`src/rtl/glsf_pkg.sv`:
```
// Shared types, constants and helper functions for the graph link spring force block.
// Used by the channel interfaces, the controller, the datapath and the top level.
package glsf_pkg;

    // Default node memory depth.
    localparam int NODE_COUNT_DEF = 1024;

    // Field widths of the transaction payloads.
    localparam int IDX_IN_W = 10;
    localparam int VAL_W    = 32;
    localparam int Q_W      = 17;
    localparam int REST_W   = 31;
    localparam int CFG_IDX_W = 1;
    localparam int CFG_DATA_W = 31;

    // Q1.16 one and register reset values.
    localparam logic [Q_W-1:0]    Q_ONE     = 17'd65536;
    localparam logic [Q_W-1:0]    ALPHA_RST = 17'd65536;
    localparam logic [REST_W-1:0] REST_RST  = 31'd1966080;

    // Operation codes; the unused code behaves as a read.
    localparam logic [1:0] OP_WRITE  = 2'd0;
    localparam logic [1:0] OP_LINK   = 2'd1;
    localparam logic [1:0] OP_READ   = 2'd2;
    localparam logic [1:0] OP_UNUSED = 2'd3;

    // Configuration register indexes.
    localparam logic [CFG_IDX_W-1:0] CFG_ALPHA = 1'b0;
    localparam logic [CFG_IDX_W-1:0] CFG_REST  = 1'b1;

    // Multiplier operand selects.
    localparam logic [2:0] MUL_SQ = 3'd0;
    localparam logic [2:0] MUL_P  = 3'd1;
    localparam logic [2:0] MUL_A  = 3'd2;
    localparam logic [2:0] MUL_N  = 3'd3;
    localparam logic [2:0] MUL_TB = 3'd4;
    localparam logic [2:0] MUL_SB = 3'd5;

    // Node memory write data selects.
    localparam logic [1:0] WSEL_ITEM = 2'd0;
    localparam logic [1:0] WSEL_T    = 2'd1;
    localparam logic [1:0] WSEL_S    = 2'd2;

    typedef struct packed {
        logic [1:0]           operation;
        logic [IDX_IN_W-1:0]  node_index;
        logic [IDX_IN_W-1:0]  target_index;
        logic signed [31:0]   pos_x;
        logic signed [31:0]   pos_y;
        logic signed [31:0]   pos_z;
        logic signed [31:0]   vel_x;
        logic signed [31:0]   vel_y;
        logic signed [31:0]   vel_z;
        logic [Q_W-1:0]       link_bias;
        logic [Q_W-1:0]       link_strength;
    } t_in_item;

    typedef struct packed {
        logic signed [31:0] out_pos_x;
        logic signed [31:0] out_pos_y;
        logic signed [31:0] out_pos_z;
        logic signed [31:0] out_vel_x;
        logic signed [31:0] out_vel_y;
        logic signed [31:0] out_vel_z;
    } t_out_item;

    // One node memory word; element 0 is x, 1 is y, 2 is z.
    typedef struct packed {
        logic [2:0][31:0] pos;
        logic [2:0][31:0] vel;
    } t_node;

    // Controller to datapath commands.
    typedef struct packed {
        logic       cap;
        logic       rd_t;
        logic       ld_t;
        logic       ld_s;
        logic       we;
        logic [1:0] wsel;
        logic       diff;
        logic       mul_en;
        logic [2:0] mul_sel;
        logic       acc;
        logic [1:0] comp;
        logic       sqrt_init;
        logic       sqrt_step;
        logic       stretch;
        logic       div_init;
        logic       div_step;
        logic       upd_t;
        logic       upd_s;
        logic       out_ld;
        logic       out_item;
    } t_dp_cmd;

    // Datapath to controller status.
    typedef struct packed {
        logic [1:0] op;
    } t_dp_status;

    // Remainder of a 10-bit index by the memory depth, by restoring subtraction.
    function automatic logic [IDX_IN_W-1:0] reduce_index(input logic [IDX_IN_W-1:0] v,
                                                         input int unsigned n);
        logic [IDX_IN_W-1:0] r;
        r = v;
        for (int k = IDX_IN_W - 1; k >= 0; k--) begin
            if ((n << k) < (1 << IDX_IN_W)) begin
                if (r >= IDX_IN_W'(n << k)) begin
                    r = r - IDX_IN_W'(n << k);
                end
            end
        end
        return r;
    endfunction

    // Saturate a wide signed value to the signed 32-bit range.
    function automatic logic [31:0] sat32(input logic signed [37:0] v);
        logic [31:0] r;
        if (v > 38'sd2147483647) begin
            r = 32'h7FFF_FFFF;
        end else if (v < -38'sd2147483648) begin
            r = 32'h8000_0000;
        end else begin
            r = v[31:0];
        end
        return r;
    endfunction

    // Magnitude of a signed 32-bit value as an unsigned 32-bit value.
    function automatic logic [31:0] mag32(input logic [31:0] v);
        logic [31:0] r;
        r = v[31] ? (~v + 32'd1) : v;
        return r;
    endfunction

endpackage

```
`src/rtl/glsf_ctrl.sv`:
```
// Sequencing state machine for the graph link spring force block.
// Depends on glsf_pkg for the command and status structs and operation codes.
module glsf_ctrl (
    input  logic                  i_clk,
    input  logic                  i_rst_n,
    input  logic                  i_in_valid,
    output logic                  o_in_ready,
    output logic                  o_out_valid,
    input  logic                  i_out_ready,
    input  glsf_pkg::t_dp_status  i_status,
    output glsf_pkg::t_dp_cmd     o_cmd
);

    localparam logic [4:0] ST_IDLE      = 5'd0;
    localparam logic [4:0] ST_DISPATCH  = 5'd1;
    localparam logic [4:0] ST_WRITE     = 5'd2;
    localparam logic [4:0] ST_RD_T      = 5'd3;
    localparam logic [4:0] ST_RD_S      = 5'd4;
    localparam logic [4:0] ST_LD_S      = 5'd5;
    localparam logic [4:0] ST_DIFF      = 5'd6;
    localparam logic [4:0] ST_SQ_MUL    = 5'd7;
    localparam logic [4:0] ST_SQ_ACC    = 5'd8;
    localparam logic [4:0] ST_SQRT_INIT = 5'd9;
    localparam logic [4:0] ST_SQRT      = 5'd10;
    localparam logic [4:0] ST_STRETCH   = 5'd11;
    localparam logic [4:0] ST_P_MUL     = 5'd12;
    localparam logic [4:0] ST_DIV_INIT  = 5'd13;
    localparam logic [4:0] ST_DIV       = 5'd14;
    localparam logic [4:0] ST_A_MUL     = 5'd15;
    localparam logic [4:0] ST_N_MUL     = 5'd16;
    localparam logic [4:0] ST_TB_MUL    = 5'd17;
    localparam logic [4:0] ST_UPD_T     = 5'd18;
    localparam logic [4:0] ST_UPD_S     = 5'd19;
    localparam logic [4:0] ST_WR_T      = 5'd20;
    localparam logic [4:0] ST_WR_S      = 5'd21;
    localparam logic [4:0] ST_OUT       = 5'd22;

    localparam logic [4:0] LAST_ITER = 5'd31;
    localparam logic [1:0] LAST_COMP = 2'd2;

    logic [4:0] r_state, n_state;
    logic [4:0] r_cnt, n_cnt;
    logic [1:0] r_comp, n_comp;
    logic       r_out_vld, n_out_vld;
    logic       is_link;

    assign is_link     = (i_status.op == glsf_pkg::OP_LINK);
    assign o_out_valid = r_out_vld;
    assign o_in_ready  = (r_state == ST_IDLE);

    // Next state and command decode.
    always_comb begin
        n_state   = r_state;
        n_cnt     = r_cnt;
        n_comp    = r_comp;
        o_cmd     = '0;
        o_cmd.comp = r_comp;
        unique case (r_state)
            ST_IDLE: begin
                if (i_in_valid) begin
                    o_cmd.cap = 1'b1;
                    n_state   = ST_DISPATCH;
                end
            end
            ST_DISPATCH: begin
                case (i_status.op)
                    glsf_pkg::OP_WRITE: n_state = ST_WRITE;
                    glsf_pkg::OP_LINK:  n_state = ST_RD_T;
                    default:            n_state = ST_RD_S;
                endcase
            end
            ST_WRITE: begin
                o_cmd.we   = 1'b1;
                o_cmd.wsel = glsf_pkg::WSEL_ITEM;
                n_state    = ST_OUT;
            end
            ST_RD_T: begin
                o_cmd.rd_t = 1'b1;
                n_state    = ST_RD_S;
            end
            ST_RD_S: begin
                o_cmd.ld_t = is_link;
                n_state    = ST_LD_S;
            end
            ST_LD_S: begin
                o_cmd.ld_s = 1'b1;
                n_state    = is_link ? ST_DIFF : ST_OUT;
            end
            ST_DIFF: begin
                o_cmd.diff = 1'b1;
                n_comp     = '0;
                n_state    = ST_SQ_MUL;
            end
            ST_SQ_MUL: begin
                o_cmd.mul_en  = 1'b1;
                o_cmd.mul_sel = glsf_pkg::MUL_SQ;
                n_state       = ST_SQ_ACC;
            end
            ST_SQ_ACC: begin
                o_cmd.acc = 1'b1;
                if (r_comp == LAST_COMP) begin
                    n_state = ST_SQRT_INIT;
                end else begin
                    n_comp  = r_comp + 2'd1;
                    n_state = ST_SQ_MUL;
                end
            end
            ST_SQRT_INIT: begin
                o_cmd.sqrt_init = 1'b1;
                n_cnt           = '0;
                n_state         = ST_SQRT;
            end
            ST_SQRT: begin
                o_cmd.sqrt_step = 1'b1;
                n_cnt           = r_cnt + 5'd1;
                if (r_cnt == LAST_ITER) begin
                    n_state = ST_STRETCH;
                end
            end
            ST_STRETCH: begin
                o_cmd.stretch = 1'b1;
                n_comp        = '0;
                n_state       = ST_P_MUL;
            end
            ST_P_MUL: begin
                o_cmd.mul_en  = 1'b1;
                o_cmd.mul_sel = glsf_pkg::MUL_P;
                n_state       = ST_DIV_INIT;
            end
            ST_DIV_INIT: begin
                o_cmd.div_init = 1'b1;
                n_cnt          = '0;
                n_state        = ST_DIV;
            end
            ST_DIV: begin
                o_cmd.div_step = 1'b1;
                n_cnt          = r_cnt + 5'd1;
                if (r_cnt == LAST_ITER) begin
                    n_state = ST_A_MUL;
                end
            end
            ST_A_MUL: begin
                o_cmd.mul_en  = 1'b1;
                o_cmd.mul_sel = glsf_pkg::MUL_A;
                n_state       = ST_N_MUL;
            end
            ST_N_MUL: begin
                o_cmd.mul_en  = 1'b1;
                o_cmd.mul_sel = glsf_pkg::MUL_N;
                n_state       = ST_TB_MUL;
            end
            ST_TB_MUL: begin
                o_cmd.mul_en  = 1'b1;
                o_cmd.mul_sel = glsf_pkg::MUL_TB;
                n_state       = ST_UPD_T;
            end
            ST_UPD_T: begin
                o_cmd.upd_t   = 1'b1;
                o_cmd.mul_en  = 1'b1;
                o_cmd.mul_sel = glsf_pkg::MUL_SB;
                n_state       = ST_UPD_S;
            end
            ST_UPD_S: begin
                o_cmd.upd_s = 1'b1;
                if (r_comp == LAST_COMP) begin
                    n_state = ST_WR_T;
                end else begin
                    n_comp  = r_comp + 2'd1;
                    n_state = ST_P_MUL;
                end
            end
            ST_WR_T: begin
                o_cmd.we   = 1'b1;
                o_cmd.wsel = glsf_pkg::WSEL_T;
                n_state    = ST_WR_S;
            end
            ST_WR_S: begin
                o_cmd.we   = 1'b1;
                o_cmd.wsel = glsf_pkg::WSEL_S;
                n_state    = ST_OUT;
            end
            ST_OUT: begin
                o_cmd.out_item = (i_status.op == glsf_pkg::OP_WRITE);
                if (!r_out_vld || i_out_ready) begin
                    o_cmd.out_ld = 1'b1;
                    n_state      = ST_IDLE;
                end
            end
            default: begin
                n_state = ST_IDLE;
            end
        endcase
    end

    // The result register is full from its load until the sink takes it.
    always_comb begin
        n_out_vld = r_out_vld;
        if (o_cmd.out_ld) begin
            n_out_vld = 1'b1;
        end else if (i_out_ready) begin
            n_out_vld = 1'b0;
        end
    end

    // State registers.
    always_ff @(posedge i_clk) begin
        if (!i_rst_n) begin
            r_state   <= ST_IDLE;
            r_cnt     <= '0;
            r_comp    <= '0;
            r_out_vld <= 1'b0;
        end else begin
            r_state   <= n_state;
            r_cnt     <= n_cnt;
            r_comp    <= n_comp;
            r_out_vld <= n_out_vld;
        end
    end

endmodule

```
`config.mk`:
```
export PLATFORM = sky130hd
export DESIGN_NAME = glsf_ctrl
export DESIGN_NICKNAME = d
export VERILOG_FILES = /design/src/rtl/glsf_pkg.sv /design/src/rtl/glsf_ctrl.sv
export SDC_FILE = /design/constraint.sdc
export NUM_CORES = 1
export LEC_CHECK = 0
export BUFFER_PORTS_ARGS = -buffer_cell sky130_fd_sc_hd__buf_2
export CAP_MARGIN = 0
export CORE_MARGIN = 4
export CORE_UTILIZATION = 45
export DETAILED_ROUTE_END_ITERATION = 10
export PLACE_DENSITY = 0.69
export SYNTH_ARGS = -nofsm -noshare
export SYNTH_HDL_FRONTEND = slang
export SYNTH_SLANG_ARGS = --single-unit
```
`constraint.sdc`:
```
create_clock -name i_clk -period 3 [get_ports i_clk]
set_input_delay 0 -clock i_clk [delete_from_list [all_inputs] [get_ports i_clk]]
set_output_delay 0 -clock i_clk [all_outputs]
set_load 0.02 [all_outputs]
```
# Word level (Yosys, flattened, before mapping)
# Cells that the tools add are included.
# totals
n_memories	0
out_inout_bits	26
latch_bits	0
ram_bits	0
romBits	0
ff_bits	13
in_bits	6
wordCells	82
# classes
bitwise	0
reduce_logical	14
add_sub_neg	2
mul	0
n_eq_ne	30
order_cmp	0
div	0
mux	32
n_shift	0
# ops
op	n
$pmux 5 s22	1
$eq 5x4->1 const B	8
$eq 5x5->1 const B	8
$mux 5	6
$pmux 4 s6	1
$eq 5x3->1 const B	4
$mux 1	17
$eq 5x2->1 const B	2
$ne 2x2->1 const B	5
$pmux 5 s2	1
$reduce_or 2->1	5
$pmux 3 s3	1
$pmux 3 s2	1
$reduce_bool 2->1	3
$add 5x1->5 const B	1
$eq 5x1->1 const B	1
$logic_not 5->1	1
$mux 2	2
$mux 4	1
$pmux 2 s2	1
$reduce_and 4->1	1
$add 2x1->2 const B	1
$eq 2x1->1 const B	1
$eq 2x2->1 const B	1
other kinds (4)	4

# Logic depth before layout (Yosys ltp)
# Gate-level depths: netlist of the first run.
# logic_depth
word_depth	5
ltp_mapped	7
ltp_nobuf	6

# Worst setup path before layout of the first run
# No wires, ideal clock.
# synth_path
path_kind	reg-to-reg
from	register r_state[2]
to	register r_state[0]
period_less_slack_ns	1.571
path_stages_with_launch	7
required_ns	2.885
t_arrival_ns	1.456
setup_slack_ns	1.429
n_path_buf	2
path_cell_list	dfxtp_1 buf_6 or2_1 buf_2 nor4_2 nand2b_1 and3_1
# synth_between
elab_chain_cells	3
# synth_rtl
element	line_no	text
from (decl)	glsf_ctrl.sv:41	logic [4:0] r_state, n_state;
from (signal assigned)	glsf_ctrl.sv:213	r_state <= n_state;
$logic_not 5->1 (*)	--	
net o_in_ready	glsf_ctrl.sv:7	output logic o_in_ready,
$ne 2x2->1 (no line)	--	
$reduce_and 4->1 (no line)	--	
# Mark *: on every way through the listed nets, which the timed path passes. The rest lies on a longest branch.
# A chain may end at the register's enable or synchronous reset.

==> results of run 1 <==
==> routing by layer <==
| layer | track usage, % | vias up |
|---|---|---|
| met2 | 31.3 | 38 |
| met5 | 0 | - |
| met3 | 3.89 | 4 |
| li1 | - | 651 |
| met1 | 26.1 | 589 |
| met4 | 5.70 | 0 |
==> cells in the final DEF (no fill, tap or decap), types with 6 or more instances in the layout <==
master	instances
buf_2	31
nand2_1	15
nor3_1	14
nor2_1	13
dfxtp_1	13
o21ai_0	11
a21oi_1	11
nand2b_1	7
nor2b_1	6
and2_1	6
==> sequential cells by signal, indices dropped and copies added, names as in the netlist <==
| signal | flops |
|---|---|
| r_state | 5 |
| o_out_valid | 1 |
| r_comp | 2 |
| r_cnt | 5 |
==> kinds of logic (layout without fill, tap and decap cells) <==
group | count (synthesis) | after routing | synth area share, %
compound gates | 52 | 52 | 29.3
simple gates | 79 | 79 | 35.6
buf+inv | 22 | 39 | 9.70
fa+ha+maj | 3 | 3 | 3.10
flops | 13 | 13 | 21.5
mux | 1 | 1 | 0.826
==> synth_stat cells (all sizes together) (4+ instances only) <==
cell | count | area (um^2)
nor4 | 4 | 31.3
dfxtp | 13 | 260
and2 | 6 | 37.5
clkbuf | 4 | 15.0
buf | 14 | 87.6
nor2b | 6 | 37.5
nor3 | 14 | 70.1
o21ai | 13 | 65.1
nand2b | 7 | 43.8
nand2 | 15 | 56.3
inv | 4 | 15.0
nor2 | 13 | 48.8
a21oi | 11 | 55.1
==> layout make-up <==
class,count,area (um^2)
clock buffer,3,22.5
clock inverter,1,5.00
fill,257,1190
inverter,4,15.0
multi-input combinational,135,835
sequential,13,260
tap,30,37.5
timing repair buffer,31,155
==> power groups by stage <==
| stage | clock, mW | combinational, mW | sequential [mW] |
|---|---|---|---|
| finish | 0.114 | 0.482 | 0.362 |
| global route | 0.124 | 0.535 | 0.381 |
| CTS | 0.119 | 0.484 | 0.354 |
| detailed placement | 0 | 0.482 | 0.360 |
| global placement | 0 | 0.472 | 0.353 |
| floorplan | 0 | 0.534 | 0.220 |
==> stage by stage <==
| stage | cells | total power, mW |
|---|---|---|
| after floorplan | 170 | 0.754 |
| after global placement | 213 | 0.825 |
| after detailed placement | 213 | 0.841 |
| after CTS | 217 | 0.958 |
| after global routing | 217 | 1.04 |
| final | 217 | 0.958 |
==> tightest hold or removal path, cell delays in order <==
cell and delay [ps]:
buf_2 80, nand2b_1 90, and3_1 140
==> how the worst min path moves through the flow <==
stage / start / end / slack (ps) / cells past startpoint
floorplan: i_status[1] / o_cmd[0] / 90 / 1
global placement: i_status[0] / o_cmd[0] / 280 / 3
detailed placement: i_status[0] / o_cmd[0] / 280 / 3
CTS: i_out_ready / o_out_valid$_SDFFE_PN0P_ / 40 / 3
global route: i_out_ready / o_out_valid$_SDFFE_PN0P_ / 40 / 3
finish: i_in_valid / r_state[0]$_SDFFE_PN0P_ / 40 / 3
==> impl_metrics.py, run 1 <==
metrics = {
    "status": {
        "outcome": "finished, final reports clean",
    },
    "floorplanning": {
        "io_pins": 32,
        "core_area_um2": 2520,
        "row_count": 18,
        "die_h_um": 59.9,
        "dieArea_um2": 3590,
        "initial_utilization_pct": 48.1,
        "die_w_um": 59.9,
    },
    "sta": {
        "fin_ws_ps": 810,
        "hold_ws_ps": 41.5,
        "setup_viol": 0,
        "slew_headroom_pct": 31.8,
        "grt_setup_unrepaired": "no",
        "fin_skew_ps": 7.07,
        "tightest_slew_ps": 1020,
        "slew_violations": 0,
        "post-route-period-util_pct": 73.0,
        "fmax_mhz": 457,
        "fin_setup_tns_ps": 0,
        "layout_min_cycle_time_ps": 2190,
        "finalHoldViolCount": 0,
    },
    "power_and_ir_drop": {
        "leakage_nw": 0.527,
        "p_sw_share_pct": 53.0,
        "pwr_density_cell_nw_per_um2": 720,
        "p_int_uw": 451,
        "p_clk_share_pct": 11.9,
        "ir_drop_mv": 0.389,
        "seqPwrFrac_pct": 37.8,
        "combPwrFrac_pct": 50.3,
        "power.net_switching_uw": 507,
    },
    "drt": {
        "routedWlPerCell_um": 14.8,
        "route.met2.wl_mm": 1.53,
        "vias_per_cell": 5.91,
        "ant_nets": 0,
        "drc_errors": 0,
        "met3_length_um": 179,
        "wirelength_mm": 3.20,
        "highest_layer": "met4",
        "num_vias": 1282,
        "dr.pass1.iters": 4,
        "drt_iter0_drc": 57,
        "wirelength_met1_mm": 1.46,
    },
    "setup_path": {
        "required_ps": 3000,
        "cp_num_cells": 4,
        "arrival_ps": 2190,
        "cp_top_family": "flip-flops",
        "startpoint_type": "flip-flop",
        "cp_num_buf_inv": 1,
        "crit_type": "reg -> out",
        "r2r_end": "r_state[1]$_SDFFE_PN0P_",
        "slowest_stage": "dfxtp_1",
        "regToRegSetupSlack_ps": 920,
        "ff2ff_path_depth": 4,
        "crit_start": "r_state[1]$_SDFFE_PN0P_",
        "cp_cell_sequence": "nand2_1 > o21ai_0 > a31o_2 > buf_2",
        "worst_setup_path_end_kind": "output pin",
        "cpPeakStageDelay_ps": 1000,
        "rr_startpoint": "r_state[1]$_SDFFE_PN0P_",
        "cp_max_fo": 31,
        "setup.worst_path.end": "o_cmd[15]",
    },
    "clock_tree": {
        "ctsHoldBuffers": 0,
        "cts_tree": "yes",
        "clock_tree.root_cell": "clkbuf_4",
        "post_cts_buffers": 0,
        "cts_buffer_depth": 2,
        "clock_sinks": 13,
        "cts_buffers": 3,
        "htreeDepth": 1,
        "cts_resized": 0,
        "clkSlewWorstSetupHoldPaths_ps": 90,
        "clk_latency_ps": 290,
    },
    "synth": {
        "syn-cell-area_um2": 1210,
        "synth_cell_type_count": 46,
        "syn_nets": 179,
        "ys_warn_count": 0,
        "synthCells": 170,
        "syn-mean-instance-area_um2": 7.13,
        "synth_ff_type": "dfxtp_1",
        "ys_ff_latch": 13,
        "synth_edf_count": 0,
        "seq_area_frac_synth_pct": 21.5,
        "async_flop_share_pct": 0,
    },
    "cells_and_area": {
        "syn_to_final_growth_pct": 9.70,
        "final_area_um2": 1330,
        "nets": 197,
        "antenna_cells": 0,
        "finish.utilization_pct": 52.7,
        "drive_above_1_share_pct": 22.5,
    },
    "min_path": {
        "hp-class": "in -> reg",
    },
    "global_routing": {
        "grt_overflow_total": 0,
        "grt_pass1_wl_mm": 5.45,
        "grt_max_degree": 32,
        "grt_pass1_vias": 1166,
        "groute.usage.overall_pct": 19.5,
        "antenna_found_initial": 0,
    },
    "place": {
        "place_congestion": 0.840,
        "pre_cts_ws_ps": 976,
        "hpwl_mm": 2.28,
        "dpl-instance-area_um2": 1300,
        "numPortBuffers": 31,
    },
    "job": {
        "maxCapViolCount": 0,
    },
}
Power figures use the tool's default switching activity.
==> run 2, diff against run 1 <==
==> constraint.sdc (replaced) <==
create_clock -name i_clk -period 2.1 [get_ports i_clk]
set_input_delay 0 -clock i_clk [delete_from_list [all_inputs] [get_ports i_clk]]
set_output_delay 0 -clock i_clk [all_outputs]
set_load 0.02 [all_outputs]
==> run 2 against run 1 <==
  * Worst setup slack got worse by 610 ps
  * Via count is 6.9% higher
  * Count of clock-buffer cells in the layout rose by 1
  * Clock skew shrank 4.1 ps
  * Die area unchanged
  * Power up 51%
  * Worst hold slack better by 1.6 ps
  * Critical path depth rose by 1
  * Final cell count increased by 3.7%
  * Wire length rose by 6.0%
  * Largest power group unchanged
==> impl_metrics.py, run 2 (synthesis results as in run 1) <==
metrics = {
    "sta": {
        "fin_skew_ps": 2.99,
        "layout_min_cycle_time_ps": 1900,
        "tightest_slew_ps": 606,
        "setup_viol": 0,
        "post-route-period-util_pct": 90.7,
        "slew_headroom_pct": 59.5,
        "fin_setup_tns_ps": 0,
        "fmax_mhz": 525,
        "grt_setup_unrepaired": "no",
        "slew_violations": 0,
        "finalHoldViolCount": 0,
    },
    "clock_tree": {
        "ctsHoldBuffers": 0,
        "cts_tree": "yes",
        "post_cts_buffers": 0,
        "clock_tree.root_cell": "clkbuf_4",
        "clk_latency_ps": 270,
        "htreeDepth": 1,
        "clock_sinks": 13,
        "cts_buffer_depth": 2,
        "cts_buffers": 3,
        "clkSlewWorstSetupHoldPaths_ps": 90,
        "cts_resized": 0,
    },
    "drt": {
        "drc_errors": 0,
        "drt_iter0_drc": 131,
        "routedWlPerCell_um": 15.1,
        "num_vias": 1370,
        "vias_per_cell": 6.09,
        "dr.pass1.iters": 4,
        "ant_nets": 0,
        "wirelength_mm": 3.39,
    },
    "global_routing": {
        "grt_overflow_total": 0,
        "grt_pass1_vias": 1229,
        "grt_pass1_wl_mm": 5.66,
        "top_usage_layer": "met2",
        "groute.usage.overall_pct": 20.1,
        "use_met1_pct": 28.2,
        "use_met2_pct": 31.5,
        "grt_max_degree": 20,
        "antenna_found_initial": 0,
        "met3_usage_pct": 2.16,
    },
    "setup_path": {
        "slowest_stage": "dfxtp_1",
        "cp_cell_sequence": "buf_4 > and2_1 > nor3_1 > a31o_2 > buf_2",
        "worst_setup_path_end_kind": "output pin",
        "crit_type": "reg -> out",
        "regToRegSetupSlack_ps": 270,
        "required_ps": 2100,
        "arrival_ps": 1900,
        "cpPeakStageDelay_ps": 610,
        "startpoint_type": "flip-flop",
        "cp_max_fo": 13,
    },
    "cells_and_area": {
        "antenna_cells": 0,
        "final_cells": 225,
        "drive_above_1_share_pct": 25.1,
        "final_cell_mix": "buf_2, nand2_1, nor3_1",
        "nets": 205,
        "syn_to_final_growth_pct": 14.6,
        "reg.largest.list": "r_cnt (5), r_state (5), r_comp (2)",
        "mostFrequentLayoutCell": "buf_2",
        "fill_cells": 246,
    },
    "power_and_ir_drop": {
        "pwr_density_cell_nw_per_um2": 1050,
        "leakage_nw": 0.566,
        "ir_drop_mv": 0.660,
    },
    "floorplanning": {
        "initial_utilization_pct": 48.1,
        "die_h_um": 59.9,
        "core_area_um2": 2520,
        "die_w_um": 59.9,
        "io_pins": 32,
        "dieArea_um2": 3590,
        "row_count": 18,
    },
    "min_path": {
        "hp-class": "in -> reg",
    },
    "place": {
        "place_congestion": 0.876,
        "dp.cells": 221,
        "hpwl_mm": 2.49,
        "numPortBuffers": 31,
    },
    "job": {
        "maxCapViolCount": 0,
    },
    "status": {
        "outcome": "finished, final reports clean",
    },
}
## run 2: cell types whose count changed in the layout (fill, tap and decap cells not counted)
cell	previous run	this run
buf_4	0	8
clkinv_2	1	0
clkbuf_1	0	1
## run 2: cell type report
type                       count  area [um^2]  area share, %
timing repair buffer          39          215           15.5
clock buffer                   4         26.3           1.89
sequential                    13          260           18.7
inverter                       4         15.0           1.08
multi-input combinational    135          835           60.1
tap                           30         37.5           2.70
## run 2: worst paths after layout
path / start / end / depth (start not counted)
max: r_state[1]$_SDFFE_PN0P_ / o_cmd[15] / 5
min: i_in_valid / r_state[0]$_SDFFE_PN0P_ / 3
max reg2reg: r_state[1]$_SDFFE_PN0P_ / r_comp[1]$_SDFFE_PN0P_ / 5
min reg2reg: r_comp[0]$_SDFFE_PN0P_ / r_comp[0]$_SDFFE_PN0P_ / 1
## run 2: per-layer routing
metal / vias to the layer above / part of all wire [%]
met1: 635 / 44
li1: 673 / -
met3: 4 / 7.8
met5: - / 0
met4: 0 / 0.88
met2: 58 / 47
## run 2: power by group
group          leakage, nW  switching (mW)  internal [mW]
combinational        0.445           0.548          0.352
sequential           0.105           0.106          0.282
clock               0.0150          0.0891         0.0735
total                0.566           0.744          0.708
## run 2: metrics by stage
step	util [%]	hold slack [ps]	setup WS (ps)	total power, mW	area [um^2]
finish	55.1	43.1	196	1.45	1390
global route	55.1	66.2	66.1	1.56	1390
floorplan	-	86.3	529	1.08	1210
CTS	55.1	41.7	221	1.44	1390
detailed placement	54.0	275	342	1.28	1360
global placement	54.0	272	409	1.26	1360
## run 2: worst max-delay path: cells and delay by family, from the launching register on
| family | cells | cell delay (ps) |
|---|---|---|
| DFF | 1 | 610 |
| buffers and inverters | 2 | 420 |
| and+or+nand+nor | 2 | 390 |
| AOI/OAI and AO/OA | 1 | 210 |
